File: src/rtl/ptw_pkg.sv
// Shared types and constants for the four-level page table walker.
// Used by ptw_ctrl, ptw_datapath and the top level; depends on nothing.
`timescale 1ns / 1ps

package ptw_pkg;

  localparam int ENTRIES_PER_TABLE = 512;
  localparam int IDX_W             = 9;
  localparam int FRAME_W           = 40;
  localparam int ENTRY_W           = 64;
  localparam int VA_W              = 48;
  localparam int PA_W              = 52;
  localparam int OFFSET_W          = 12;

  // Result status codes.
  localparam logic [1:0] STATUS_OK        = 2'd0;
  localparam logic [1:0] STATUS_EXHAUSTED = 2'd1;
  localparam logic [1:0] STATUS_OUTSIDE   = 2'd2;

  // Level 4 (root) is walked first, level 1 (leaf table) last.
  localparam logic [1:0] LVL_ROOT = 2'd0;
  localparam logic [1:0] LVL_PDPT = 2'd1;
  localparam logic [1:0] LVL_PD   = 2'd2;
  localparam logic [1:0] LVL_LEAF = 2'd3;

  // Commands from the controller to the datapath.
  typedef struct packed {
    logic       load;           // capture the request word
    logic       rd;             // read entry {page, index of lvl}
    logic       follow;         // page <= pool page named by the read entry
    logic       wr_link;        // link a fresh table, take it from the pool
    logic       wr_leaf;        // write the leaf entry
    logic       clr_page_init;  // point the clear sweep at the next free page
    logic       clr_step;       // zero one entry of the sweep and advance
    logic [1:0] lvl;
  } ptw_cmd_t;

  // Status from the datapath to the controller.
  typedef struct packed {
    logic present;    // read entry has its present bit set
    logic outside;    // read entry names a frame outside the pool
    logic pool_full;  // no free table page left
    logic clr_last;   // clear sweep is at its last entry
    logic query;      // captured request is a query
  } ptw_stat_t;

endpackage

File: src/rtl/ptw_ctrl.sv
// Controller state machine of the page table walker: sequences the clear
// sweeps, the level walk and the result strobe. Depends on ptw_pkg.
`timescale 1ns / 1ps

module ptw_ctrl (
  input  logic                clk,
  input  logic                rst,
  input  logic                start,
  output logic                busy,
  output logic                done,
  output logic                is_present,
  output logic [1:0]          status,
  output ptw_pkg::ptw_cmd_t   cmd,
  input  ptw_pkg::ptw_stat_t  stat
);

  localparam logic [2:0] S_CLR_ALL  = 3'd0;
  localparam logic [2:0] S_IDLE     = 3'd1;
  localparam logic [2:0] S_READ     = 3'd2;
  localparam logic [2:0] S_CHECK    = 3'd3;
  localparam logic [2:0] S_CLR_PAGE = 3'd4;
  localparam logic [2:0] S_LINK     = 3'd5;
  localparam logic [2:0] S_LEAF     = 3'd6;

  logic [2:0] state, state_next;
  logic [1:0] lvl, lvl_next;
  logic       res_set;
  logic       res_present;
  logic [1:0] res_status;

  always_comb begin
    state_next  = state;
    lvl_next    = lvl;
    cmd         = '0;
    cmd.lvl     = lvl;
    res_set     = 1'b0;
    res_present = 1'b0;
    res_status  = ptw_pkg::STATUS_OK;
    case (state)
      S_CLR_ALL: begin
        cmd.clr_step = 1'b1;
        if (stat.clr_last) state_next = S_IDLE;
      end
      S_IDLE: begin
        if (start) begin
          cmd.load   = 1'b1;
          lvl_next   = ptw_pkg::LVL_ROOT;
          state_next = S_READ;
        end
      end
      S_READ: begin
        cmd.rd     = 1'b1;
        state_next = S_CHECK;
      end
      S_CHECK: begin
        if (lvl == ptw_pkg::LVL_LEAF) begin
          // Only a query reads the leaf level.
          res_set     = 1'b1;
          res_present = stat.present;
          state_next  = S_IDLE;
        end else if (!stat.present) begin
          if (stat.query) begin
            res_set    = 1'b1;
            state_next = S_IDLE;
          end else if (stat.pool_full) begin
            res_set    = 1'b1;
            res_status = ptw_pkg::STATUS_EXHAUSTED;
            state_next = S_IDLE;
          end else begin
            cmd.clr_page_init = 1'b1;
            state_next        = S_CLR_PAGE;
          end
        end else if (stat.outside) begin
          res_set    = 1'b1;
          res_status = ptw_pkg::STATUS_OUTSIDE;
          state_next = S_IDLE;
        end else begin
          cmd.follow = 1'b1;
          lvl_next   = lvl + 2'd1;
          if (lvl == ptw_pkg::LVL_PD && !stat.query) begin
            state_next = S_LEAF;
          end else begin
            state_next = S_READ;
          end
        end
      end
      S_CLR_PAGE: begin
        cmd.clr_step = 1'b1;
        if (stat.clr_last) state_next = S_LINK;
      end
      S_LINK: begin
        cmd.wr_link = 1'b1;
        lvl_next    = lvl + 2'd1;
        if (lvl == ptw_pkg::LVL_PD) begin
          state_next = S_LEAF;
        end else begin
          state_next = S_READ;
        end
      end
      S_LEAF: begin
        cmd.wr_leaf = 1'b1;
        res_set     = 1'b1;
        res_present = 1'b1;
        state_next  = S_IDLE;
      end
      default: begin
        state_next = S_IDLE;
      end
    endcase
  end

  assign busy = (state != S_IDLE);

  always_ff @(posedge clk) begin
    if (rst) begin
      state <= S_CLR_ALL;
      lvl   <= ptw_pkg::LVL_ROOT;
      done  <= 1'b0;
    end else begin
      state <= state_next;
      lvl   <= lvl_next;
      done  <= res_set;
    end
  end

  always_ff @(posedge clk) begin
    if (res_set) begin
      is_present <= res_present;
      status     <= res_status;
    end
  end

endmodule

File: config.mk
export PLATFORM = sky130hd
export DESIGN_NAME = ptw_ctrl
export DESIGN_NICKNAME = d
export VERILOG_FILES = /design/src/rtl/ptw_pkg.sv /design/src/rtl/ptw_ctrl.sv
export SDC_FILE = /design/constraint.sdc
export NUM_CORES = 1
export LEC_CHECK = 0
export BUFFER_PORTS_ARGS = -buffer_cell sky130_fd_sc_hd__buf_2
export CORE_AREA = 2 2 39 41
export CTS_BUF_LIST = sky130_fd_sc_hd__clkbuf_4 sky130_fd_sc_hd__clkbuf_8
export DETAILED_ROUTE_END_ITERATION = 12
export DIE_AREA = 0 0 41 43
export PLACE_DENSITY = 0.73
export SETUP_SLACK_MARGIN = 0.1
export SKIP_CTS_REPAIR_TIMING = 1
export SLEW_MARGIN = 30
export SYNTH_ARGS = -nofsm -noshare
export SYNTH_HDL_FRONTEND = slang
export SYNTH_SLANG_ARGS = --single-unit
export TNS_END_PERCENT = 10
File: constraint.sdc
create_clock -name clk -period 3.6 [get_ports clk]
set_clock_uncertainty 0.1 [all_clocks]
set_input_delay 0 -clock clk [delete_from_list [all_inputs] [get_ports clk]]
set_output_delay 0 -clock clk [all_outputs]
set_load 0.01 [all_outputs]
==> results.py, run 1 <==
metrics = {
    "logic_synthesis": {
        "yosysMostFrequentCell": "dfxtp_1",
        "synthDistinctLibCells": 33,
        "synthTopCellsByCount": "dfxtp_1, nand2_1, and3_1, inv_1, nor2_1",
        "syn-cell-area_um2": 579,
        "syn-num-nets": 76,
        "yosys.area_share.simple_pct": 33.9,
        "avgSynthCellArea_um2": 8.78,
        "ys_seq_area_share_pct": 36.3,
        "synthAdderAreaFrac_pct": 4.32,
        "synth-xor-area-share_pct": 1.51,
        "synthCells": 66,
        "synth_edf_count": 3,
        "synth_area_leaders": "dfxtp_1, edfxtp_1, and3_1, ha_1, mux2i_1",
        "synth_seq_cells": 9,
        "synth_compound_area_share_pct": 14.7,
        "ys.warnings.count": 0,
        "yosysTopAreaCell": "dfxtp_1",
        "asyncSetResetFlopFracSynth_pct": 0,
        "synth_top_flop_cell": "dfxtp_1",
        "muxShareOfSynthArea_pct": 3.46,
        "synth_top_area_share_pct": 20.7,
        "synth_top_family_by_area": "simple AND/OR/NAND/NOR gates",
    },
    "timing": {
        "period_minus_slack_ns": 1.77,
        "fin_ws_ns": 1.83,
        "finalHoldViolCount": 0,
        "tns_ns": 0,
        "fin_crit_sh_pct": 49.2,
        "rsz0062_at_grt": "false",
        "fmax_ghz": 0.564,
        "tightest_slew_ns": 0.445,
        "slew_headroom_pct": 70.3,
        "drv_slew": 0,
        "setup_viol": 0,
    },
    "setup_path": {
        "crit_slowest_cell": "dfxtp_1",
        "crit_buf_inv": 0,
        "critPathRequiredTime_ns": 3.43,
        "arrival_ns": 1.60,
        "startpoint_type": "register",
        "crit_path_max_fanout": 11,
        "cpPeakStageDelay_ns": 0.49,
        "r2r_cells": 3,
        "crit_type": "reg -> reg",
        "crit_chain": "nor2b_1 > nand3_1 > a31oi_1",
        "worst-path-stages": 3,
        "path_delay_family": "flip-flops",
        "worstSetupEndpointType": "register",
    },
    "grt": {
        "overflow": 0,
        "track_usage_pct": 17.3,
        "use_met3_pct": 3.14,
        "met1_usage_pct": 23.2,
        "antenna_found_initial": 0,
        "grt_util_met2_pct": 24.7,
        "grt_pass1_vias": 476,
        "busiest_layer": "met2",
        "grt_max_degree": 14,
        "grt_pass1_wl_um": 2040,
    },
    "clock_network": {
        "cts.clk_slew.worst_paths_ns": 0.06,
        "clock_path_buffers": 2,
        "cts_num_sinks": 9,
        "htree_levels": 1,
        "cts-root-buf": "clkbuf_4",
        "insertion_delay_ns": 0.27,
        "cts-buffers-inserted": 3,
        "cts_tree": "done",
    },
    "placement": {
        "dpl.hpwl_um": 978,
        "place_ws_ns": 1.86,
        "place_congestion": 0.797,
        "port_buffers": 21,
        "post-place-cells": 99,
    },
    "drt": {
        "ant_nets": 0,
        "firstDrtPassIters": 4,
        "drt-initial-drc-count": 6,
        "routed_wl_um": 1290,
        "wl_per_cell_um": 12.2,
        "vias_per_cell": 5.27,
        "vias": 559,
        "drc_errors": 0,
    },
    "run_status": {
        "status": "completed",
    },
    "power": {
        "peakVddDrop_mv": 0.195,
        "cellPowerDensity_mw_per_mm2": 332,
        "p_leak_nw": 0.337,
    },
    "final_layout": {
        "syn_to_final_growth_pct": 28.7,
        "stdcell_count": 106,
        "final_nets": 101,
        "antennaDiodeCount": 0,
        "multiInputGateArea_um2": 335,
        "seq_area_um2": 210,
        "drive_above_1_share_pct": 31.1,
        "fillCellCount": 139,
    },
    "min_path": {
        "hold_path_depth": 2,
        "min_path_type": "in -> reg",
    },
    "floorplan": {
        "die_w_um": 41,
        "dieArea_mm2": 0.00176,
        "ios": 22,
        "core_mm2": 0.00138,
        "num_rows": 14,
        "fp.dieH_um": 43,
        "initial_core_util_pct": 41.9,
    },
    "run": {
        "drv_cap": 0,
    },
}
-- worst reg2reg max path, stage by stage, from the launching register on --
cell     delay [ns]
dfxtp_1        0.49
nor2b_1        0.34
nand3_1        0.15
a31oi_1        0.36
-- metrics by stage --
step                util [%]  total power (W)  hold WS [ns]  instance area (um2)
floorplan                  -         0.000144       -0.0376                  579
detailed placement      49.5         0.000158         0.150                  686
global route            53.9         0.000259        0.0275                  746
global placement        49.5         0.000158         0.152                  686
finish                  53.9         0.000247       0.00711                  746
CTS                     51.7         0.000246        -0.133                  716
-- final timing paths --
path            start         to  slack (ns)
max          state[0]  status[0]        1.83
min reg2reg    lvl[0]     lvl[0]        0.40
min           stat[3]  status[1]       0.007
max reg2reg  state[0]  status[0]        1.83
-- cells in the final DEF (no fill, tap or decap), types with 2 or more instances in the layout --
cell,Yosys,routed
nor2_1,4,4
inv_1,4,4
nand3b_1,2,2
mux2i_1,2,2
buf_2,3,21
clkbuf_4,0,4
nand3_1,3,3
a21oi_1,2,2
and3_1,4,4
nor2b_1,2,2
dfxtp_1,6,6
edfxtp_1,3,3
nand2_1,5,5
nand2b_1,3,3
dlygate4sd3_1,0,3
nor3_1,2,2
ha_1,2,2
a211o_1,2,2
-- cells by family after synthesis --
kind of cell | after synthesis
DFF | 9
AOI/OAI and AO/OA | 11
adders and majority gates | 2
xor gates and xnor gates | 1
and+or+nand+nor | 33
buffers and inverters | 8
muxes | 2
-- cell type report --
type	count	share of cell area, %
inverter	4	2.01
timing repair buffer	24	18.1
sequential	9	28.2
tap	16	2.68
multi-input combinational	49	45.0
clock buffer	4	4.03
-- layer usage --
layer / part of all wire [%] / routed length (um)
met1: 45 / 587
met2: 48 / 617
met3: 5.7 / 74
met4: 1.1 / 14
met5: 0 / 0
-- flip-flops by register name, indices dropped and copies added (netlist names) --
| register | flops |
|---|---|
| state | 3 |
| lvl | 2 |
| status | 2 |
| done | 1 |
| is_present | 1 |
-- report_power, final --
| part | switching [W] | internal, W | leakage (nW) | total, W |
|---|---|---|---|---|
| Sequential | 0.00000569 | 0.000108 | 0.0756 | 0.000113 |
| Combinational | 0.0000240 | 0.0000214 | 0.243 | 0.0000455 |
| Clock | 0.0000380 | 0.0000504 | 0.0184 | 0.0000884 |
No activity file was read; power rests on OpenSTA's default activity.
==> run 2: changes to the inputs <==
==> constraint.sdc (replaced) <==
create_clock -name clk -period 1.81 [get_ports clk]
set_clock_uncertainty 0.1 [all_clocks]
set_input_delay 0 -clock clk [delete_from_list [all_inputs] [get_ports clk]]
set_output_delay 0 -clock clk [all_outputs]
set_load 0.01 [all_outputs]
==> run 2 against run 1 <==
The flow now finishes with violations (negative hold slack). Worst setup slack worse by 1.7 ns. Sequential cell count stayed put. Core utilization is 0.99 points higher. Design area is 1.8% higher.
==> results.py, run 2 (same netlist as run 1, synthesis figures left out) <==
metrics = {
    "timing": {
        "tightest_slew_ns": 0.367,
        "finalHoldViolCount": 1,
        "slew_headroom_pct": 75.3,
        "tns_ns": 0,
        "period_minus_slack_ns": 1.65,
        "fin_crit_sh_pct": 91.2,
        "setup_viol": 0,
        "fin_ws_ns": 0.159,
        "drv_slew": 0,
        "rsz0062_at_grt": "true",
        "fmax_ghz": 0.606,
        "hold_ws_ns": -0.0158,
    },
    "final_layout": {
        "reg_top3": "state (3), lvl (2), status (2)",
        "final_cell_mix": "buf_2, dfxtp_1, nand2_1",
        "antennaDiodeCount": 0,
        "largest-register": "state",
        "fillCellCount": 144,
        "post-route-util_pct": 54.9,
        "syn_to_final_growth_pct": 31.1,
        "drive_above_1_share_pct": 35.2,
        "largest_reg_flops": 3,
        "final_nets": 102,
        "layout_commonest_cell": "buf_2",
    },
    "power": {
        "peakVddDrop_mv": 0.356,
        "p_leak_nw": 0.345,
        "cellPowerDensity_mw_per_mm2": 645,
    },
    "floorplan": {
        "ios": 22,
        "dieArea_mm2": 0.00176,
        "num_rows": 14,
        "initial_core_util_pct": 41.9,
        "core_mm2": 0.00138,
        "die_w_um": 41,
        "fp.dieH_um": 43,
    },
    "setup_path": {
        "r2r_setup_slack_ns": 0.21,
        "r2r-start": "lvl[0]",
        "crit_path_max_fanout": 7,
        "crit_type": "reg -> out",
        "r2r_end": "state[1]",
        "critPathRequiredTime_ns": 1.71,
        "r2r_cells": 4,
        "worstSetupEndpointType": "primary output",
        "startpoint_type": "register",
        "arrival_ns": 1.55,
    },
    "drt": {
        "routed_wl_um": 1280,
        "vias": 569,
        "drt-initial-drc-count": 10,
        "firstDrtPassIters": 4,
        "vias_per_cell": 5.32,
        "ant_nets": 0,
        "wl_per_cell_um": 12.0,
        "drc_errors": 0,
    },
    "clock_network": {
        "htree_levels": 1,
        "cts_num_sinks": 9,
        "cts-root-buf": "clkbuf_4",
        "cts-buffers-inserted": 3,
        "cts_tree": "done",
        "clock_path_buffers": 2,
        "insertion_delay_ns": 0.26,
        "cts.clk_slew.worst_paths_ns": 0.06,
    },
    "min_path": {
        "min_path_type": "in -> reg",
        "min_delay_worst_endpoint": "state[0]",
        "hold_path_depth": 4,
        "hp-start": "stat[1]",
    },
    "grt": {
        "overflow": 0,
        "grt_max_degree": 12,
        "track_usage_pct": 18.1,
        "grt_pass1_vias": 513,
        "grt_pass1_wl_um": 2150,
        "antenna_found_initial": 0,
    },
    "placement": {
        "place_ws_ns": 0.153,
        "place_congestion": 0.840,
        "port_buffers": 21,
    },
    "run_status": {
        "status": "finished with violations",
        "violations": "negative hold slack",
    },
    "run": {
        "drv_cap": 0,
    },
}
## run 2: cell count changes in the layout (fill, tap and decap cells not counted)
| cell | change |
|---|---|
| buf_4 | +2 |
| dlygate4sd3_1 | -1 |
| nor2b_1 | -1 |
| nor2b_2 | +1 |
| nor4bb_1 | -1 |
| nor4bb_2 | +1 |
## run 2: routing by layer
layer  wire length [um]  global-route usage, %  up-vias
li1                   -                      -      288
met1                558                   23.1      262
met2                621                   25.3       17
met3                 77                   7.85        2
met4                 21                   8.00        0
met5                  0                      0        -
## run 2: worst max path at each step
stage | startpoint | to | slack [ns] | cells after the start
2_1_floorplan | state[0] | is_present | 0.26 | 4
3_3_place_gp | state[2] | status[0] | 0.16 | 3
3_5_place_dp | state[2] | status[0] | 0.15 | 3
4_1_cts | lvl[0] | cmd[3] | 0.10 | 5
5_1_grt | lvl[0] | cmd[3] | 0.03 | 5
6_report | lvl[0] | cmd[3] | 0.16 | 5
## run 2: metrics by stage
step	instance area [um2]	power [W]	hold WS (ns)	cells
after floorplan	579	0.000286	-0.0376	66
after global placement	701	0.000319	0.148	101
after detailed placement	701	0.000321	0.151	101
after CTS	731	0.000491	-0.131	105
after global routing	759	0.000523	0.0291	107
final	759	0.000490	-0.0158	107
## run 2: report_power, final
part	switching, W	total (W)	internal (W)	leakage, nW
Clock	0.0000692	0.000169	0.0000999	0.0184
Combinational	0.0000541	0.000100	0.0000464	0.251
Sequential	0.00000621	0.000221	0.000214	0.0756
Total	0.000129	0.000490	0.000361	0.345
## run 2: area by class of cell
class	instances	area, um2	area share, %
timing repair buffer	25	140	18.5
sequential	9	210	27.7
multi-input combinational	49	344	45.3
clock buffer	4	30.0	3.95
inverter	4	15.0	1.98
tap	16	20.0	2.64
## run 2: critical path, stage by stage, from the launching register on
cell and delay [ns]:
dfxtp_1 0.34, ha_1 0.29, nor4bb_2 0.32, nand2b_1 0.11
nor2_1 0.10, buf_2 0.13
==> run 3: changes to the inputs <==
--- a/config.mk
+++ b/config.mk
@@ -6,11 +6,12 @@
 export NUM_CORES = 1
 export LEC_CHECK = 0
 export BUFFER_PORTS_ARGS = -buffer_cell sky130_fd_sc_hd__buf_2
-export CORE_AREA = 2 2 39 41
+export CELL_PAD_IN_SITES_DETAIL_PLACEMENT = 0
+export CELL_PAD_IN_SITES_GLOBAL_PLACEMENT = 1
+export CORE_UTILIZATION = 35
 export CTS_BUF_LIST = sky130_fd_sc_hd__clkbuf_4 sky130_fd_sc_hd__clkbuf_8
 export DETAILED_ROUTE_END_ITERATION = 12
-export DIE_AREA = 0 0 41 43
-export PLACE_DENSITY = 0.73
+export PLACE_DENSITY = 0.8
 export SETUP_SLACK_MARGIN = 0.1
 export SKIP_CTS_REPAIR_TIMING = 1
 export SLEW_MARGIN = 30
==> run 3 against run 2 <==
The run still ends with negative hold slack left. Die area is 3.3% higher. Total power is 0.26% higher. Design area is 1.2% higher. Global-route usage is 3.0 points lower. Core utilization is 4.5 points lower. Register-to-register slack better by 0.05 ns. Critical path depth is 2 lower. Count of clock-buffer cells in the layout stayed put. Worst setup slack better by 0.099 ns. Cell count stayed put. Critical path type is now reg -> reg. Critical endpoint is now is_present.
==> results.py, run 3 (same netlist as run 1, synthesis figures left out) <==
metrics = {
    "final_layout": {
        "reg_top3": "state (3), lvl (2), status (2)",
        "syn_to_final_growth_pct": 32.6,
        "final_cell_area_um2": 768,
        "final_cell_mix": "buf_2, dfxtp_1, nand2_1",
        "largest-register": "state",
        "largest_reg_flops": 3,
        "final_nets": 102,
        "drive_above_1_share_pct": 35.2,
        "antennaDiodeCount": 0,
        "layout_commonest_cell": "buf_2",
        "stdcell_count": 107,
    },
    "power": {
        "peakVddDrop_mv": 0.333,
        "cellPowerDensity_mw_per_mm2": 640,
        "p_int_w": 0.000362,
        "p_comb_share_pct": 20.9,
        "clkPwrFrac_pct": 34.3,
        "p_switching_w": 0.000129,
        "p_leak_nw": 0.342,
        "p_seq_share_pct": 44.8,
        "power.switching_fraction_pct": 26.3,
    },
    "timing": {
        "finalHoldViolCount": 1,
        "rsz0062_at_grt": "false",
        "setup_viol": 0,
        "hold_ws_ns": -0.0311,
        "tns_ns": 0,
        "slew_headroom_pct": 72.6,
        "drv_slew": 0,
        "fin_crit_sh_pct": 85.7,
        "period_minus_slack_ns": 1.55,
        "fmax_ghz": 0.644,
        "tightest_slew_ns": 0.408,
    },
    "drt": {
        "vias_per_cell": 5.18,
        "ant_nets": 0,
        "firstDrtPassIters": 4,
        "drt-initial-drc-count": 11,
        "routed_wl_um": 1260,
        "drc_errors": 0,
        "vias": 554,
        "wl_per_cell_um": 11.8,
    },
    "placement": {
        "post-place-cells": 101,
        "port_buffers": 21,
        "place_congestion": 0.730,
        "dpl.hpwl_um": 950,
        "placed_area_um2": 701,
    },
    "clock_network": {
        "cts_tree": "done",
        "htree_levels": 1,
        "cts_num_sinks": 9,
        "cts-buffers-inserted": 3,
        "insertion_delay_ns": 0.26,
        "clock_path_buffers": 2,
        "cts.clk_slew.worst_paths_ns": 0.06,
        "cts-root-buf": "clkbuf_4",
    },
    "run": {
        "drv_cap": 0,
    },
    "setup_path": {
        "crit_type": "reg -> reg",
        "r2r_cells": 3,
        "arrival_ns": 1.38,
        "r2r-start": "state[0]",
        "crit_slowest_cell": "a31oi_1",
        "crit_path_max_fanout": 5,
        "startpoint_type": "register",
        "crit_chain": "nor2b_1 > nand3_1 > a31oi_1",
        "cpPeakStageDelay_ns": 0.36,
        "worstSetupEndpointType": "register",
        "r2r_end": "is_present",
        "critPathRequiredTime_ns": 1.63,
        "r2r_setup_slack_ns": 0.26,
    },
    "floorplan": {
        "die_w_um": 42.7,
        "num_rows": 14,
        "ios": 22,
        "core_mm2": 0.00152,
        "fp.dieH_um": 42.7,
        "dieArea_mm2": 0.00182,
        "initial_core_util_pct": 38.0,
    },
    "min_path": {
        "hold_path_depth": 4,
        "min_delay_worst_endpoint": "state[0]",
        "min_path_type": "in -> reg",
        "hp-start": "stat[1]",
    },
    "grt": {
        "track_usage_pct": 15.1,
        "grt_pass1_vias": 484,
        "antenna_found_initial": 0,
        "overflow": 0,
        "grt_pass1_wl_um": 2040,
        "grt_max_degree": 13,
    },
    "run_status": {
        "violations": "negative hold slack",
        "status": "finished with violations",
    },
}
## run 3: cell count changes in the layout (fill, tap and decap cells not counted)
cell,change
ha_1,-1
ha_2,+1
nor2b_1,+1
nor2b_2,-1
nor4bb_2,-1
nor4bb_4,+1
## run 3: power groups by stage
stage / sequential, W / clock (W) / combinational, W
after floorplan: 0.000221 / 0 / 0.0000651
after global placement: 0.000225 / 0 / 0.0000954
after detailed placement: 0.000225 / 0 / 0.0000954
after CTS: 0.000220 / 0.000176 / 0.0000960
after global routing: 0.000221 / 0.000188 / 0.000114
final: 0.000220 / 0.000168 / 0.000103
## run 3: layout make-up
| cell class | instances | area [um2] |
|---|---|---|
| fill | 156 | 756 |
| multi-input combinational | 49 | 353 |
| sequential | 9 | 210 |
| timing repair buffer | 25 | 140 |
| clock buffer | 4 | 30.0 |
| tap | 16 | 20.0 |
| inverter | 4 | 15.0 |
## run 3: worst max path at each step
stage	cells after the start	endpoint	startpoint	slack, ns
global placement	4	state[1]	lvl[1]	0.25
global route	4	cmd[3]	state[1]	0.15
detailed placement	4	state[1]	lvl[0]	0.25
finish	3	is_present	state[0]	0.26
CTS	5	cmd[3]	lvl[0]	0.13
floorplan	4	is_present	state[0]	0.26
## run 3: worst max-delay path: cells and delay by family (launching register included)
| family | cells | cell delay, ns |
|---|---|---|
| compound gates | 1 | 0.36 |
| flops | 1 | 0.32 |
| simple gates | 2 | 0.44 |
## run 3: metal layers
| metal | global-route usage [%] | vias up | routed length [um] |
|---|---|---|---|
| met3 | 7.23 | 2 | 105 |
| met5 | 0 | - | 0 |
| li1 | - | 293 | - |
| met2 | 22.7 | 23 | 562 |
| met4 | 3.75 | 0 | 7 |
| met1 | 19.3 | 236 | 587 |
## run 3: metrics by stage
step	hold WS, ns	utilization [%]	setup slack (ns)	power, W
2_1_floorplan	-0.0376	-	0.262	0.000286
3_3_place_gp	0.156	46.0	0.251	0.000320
3_5_place_dp	0.156	46.0	0.246	0.000320
4_1_cts	-0.124	47.9	0.135	0.000493
5_1_grt	0.0209	50.4	0.148	0.000523
6_report	-0.0311	50.4	0.258	0.000491
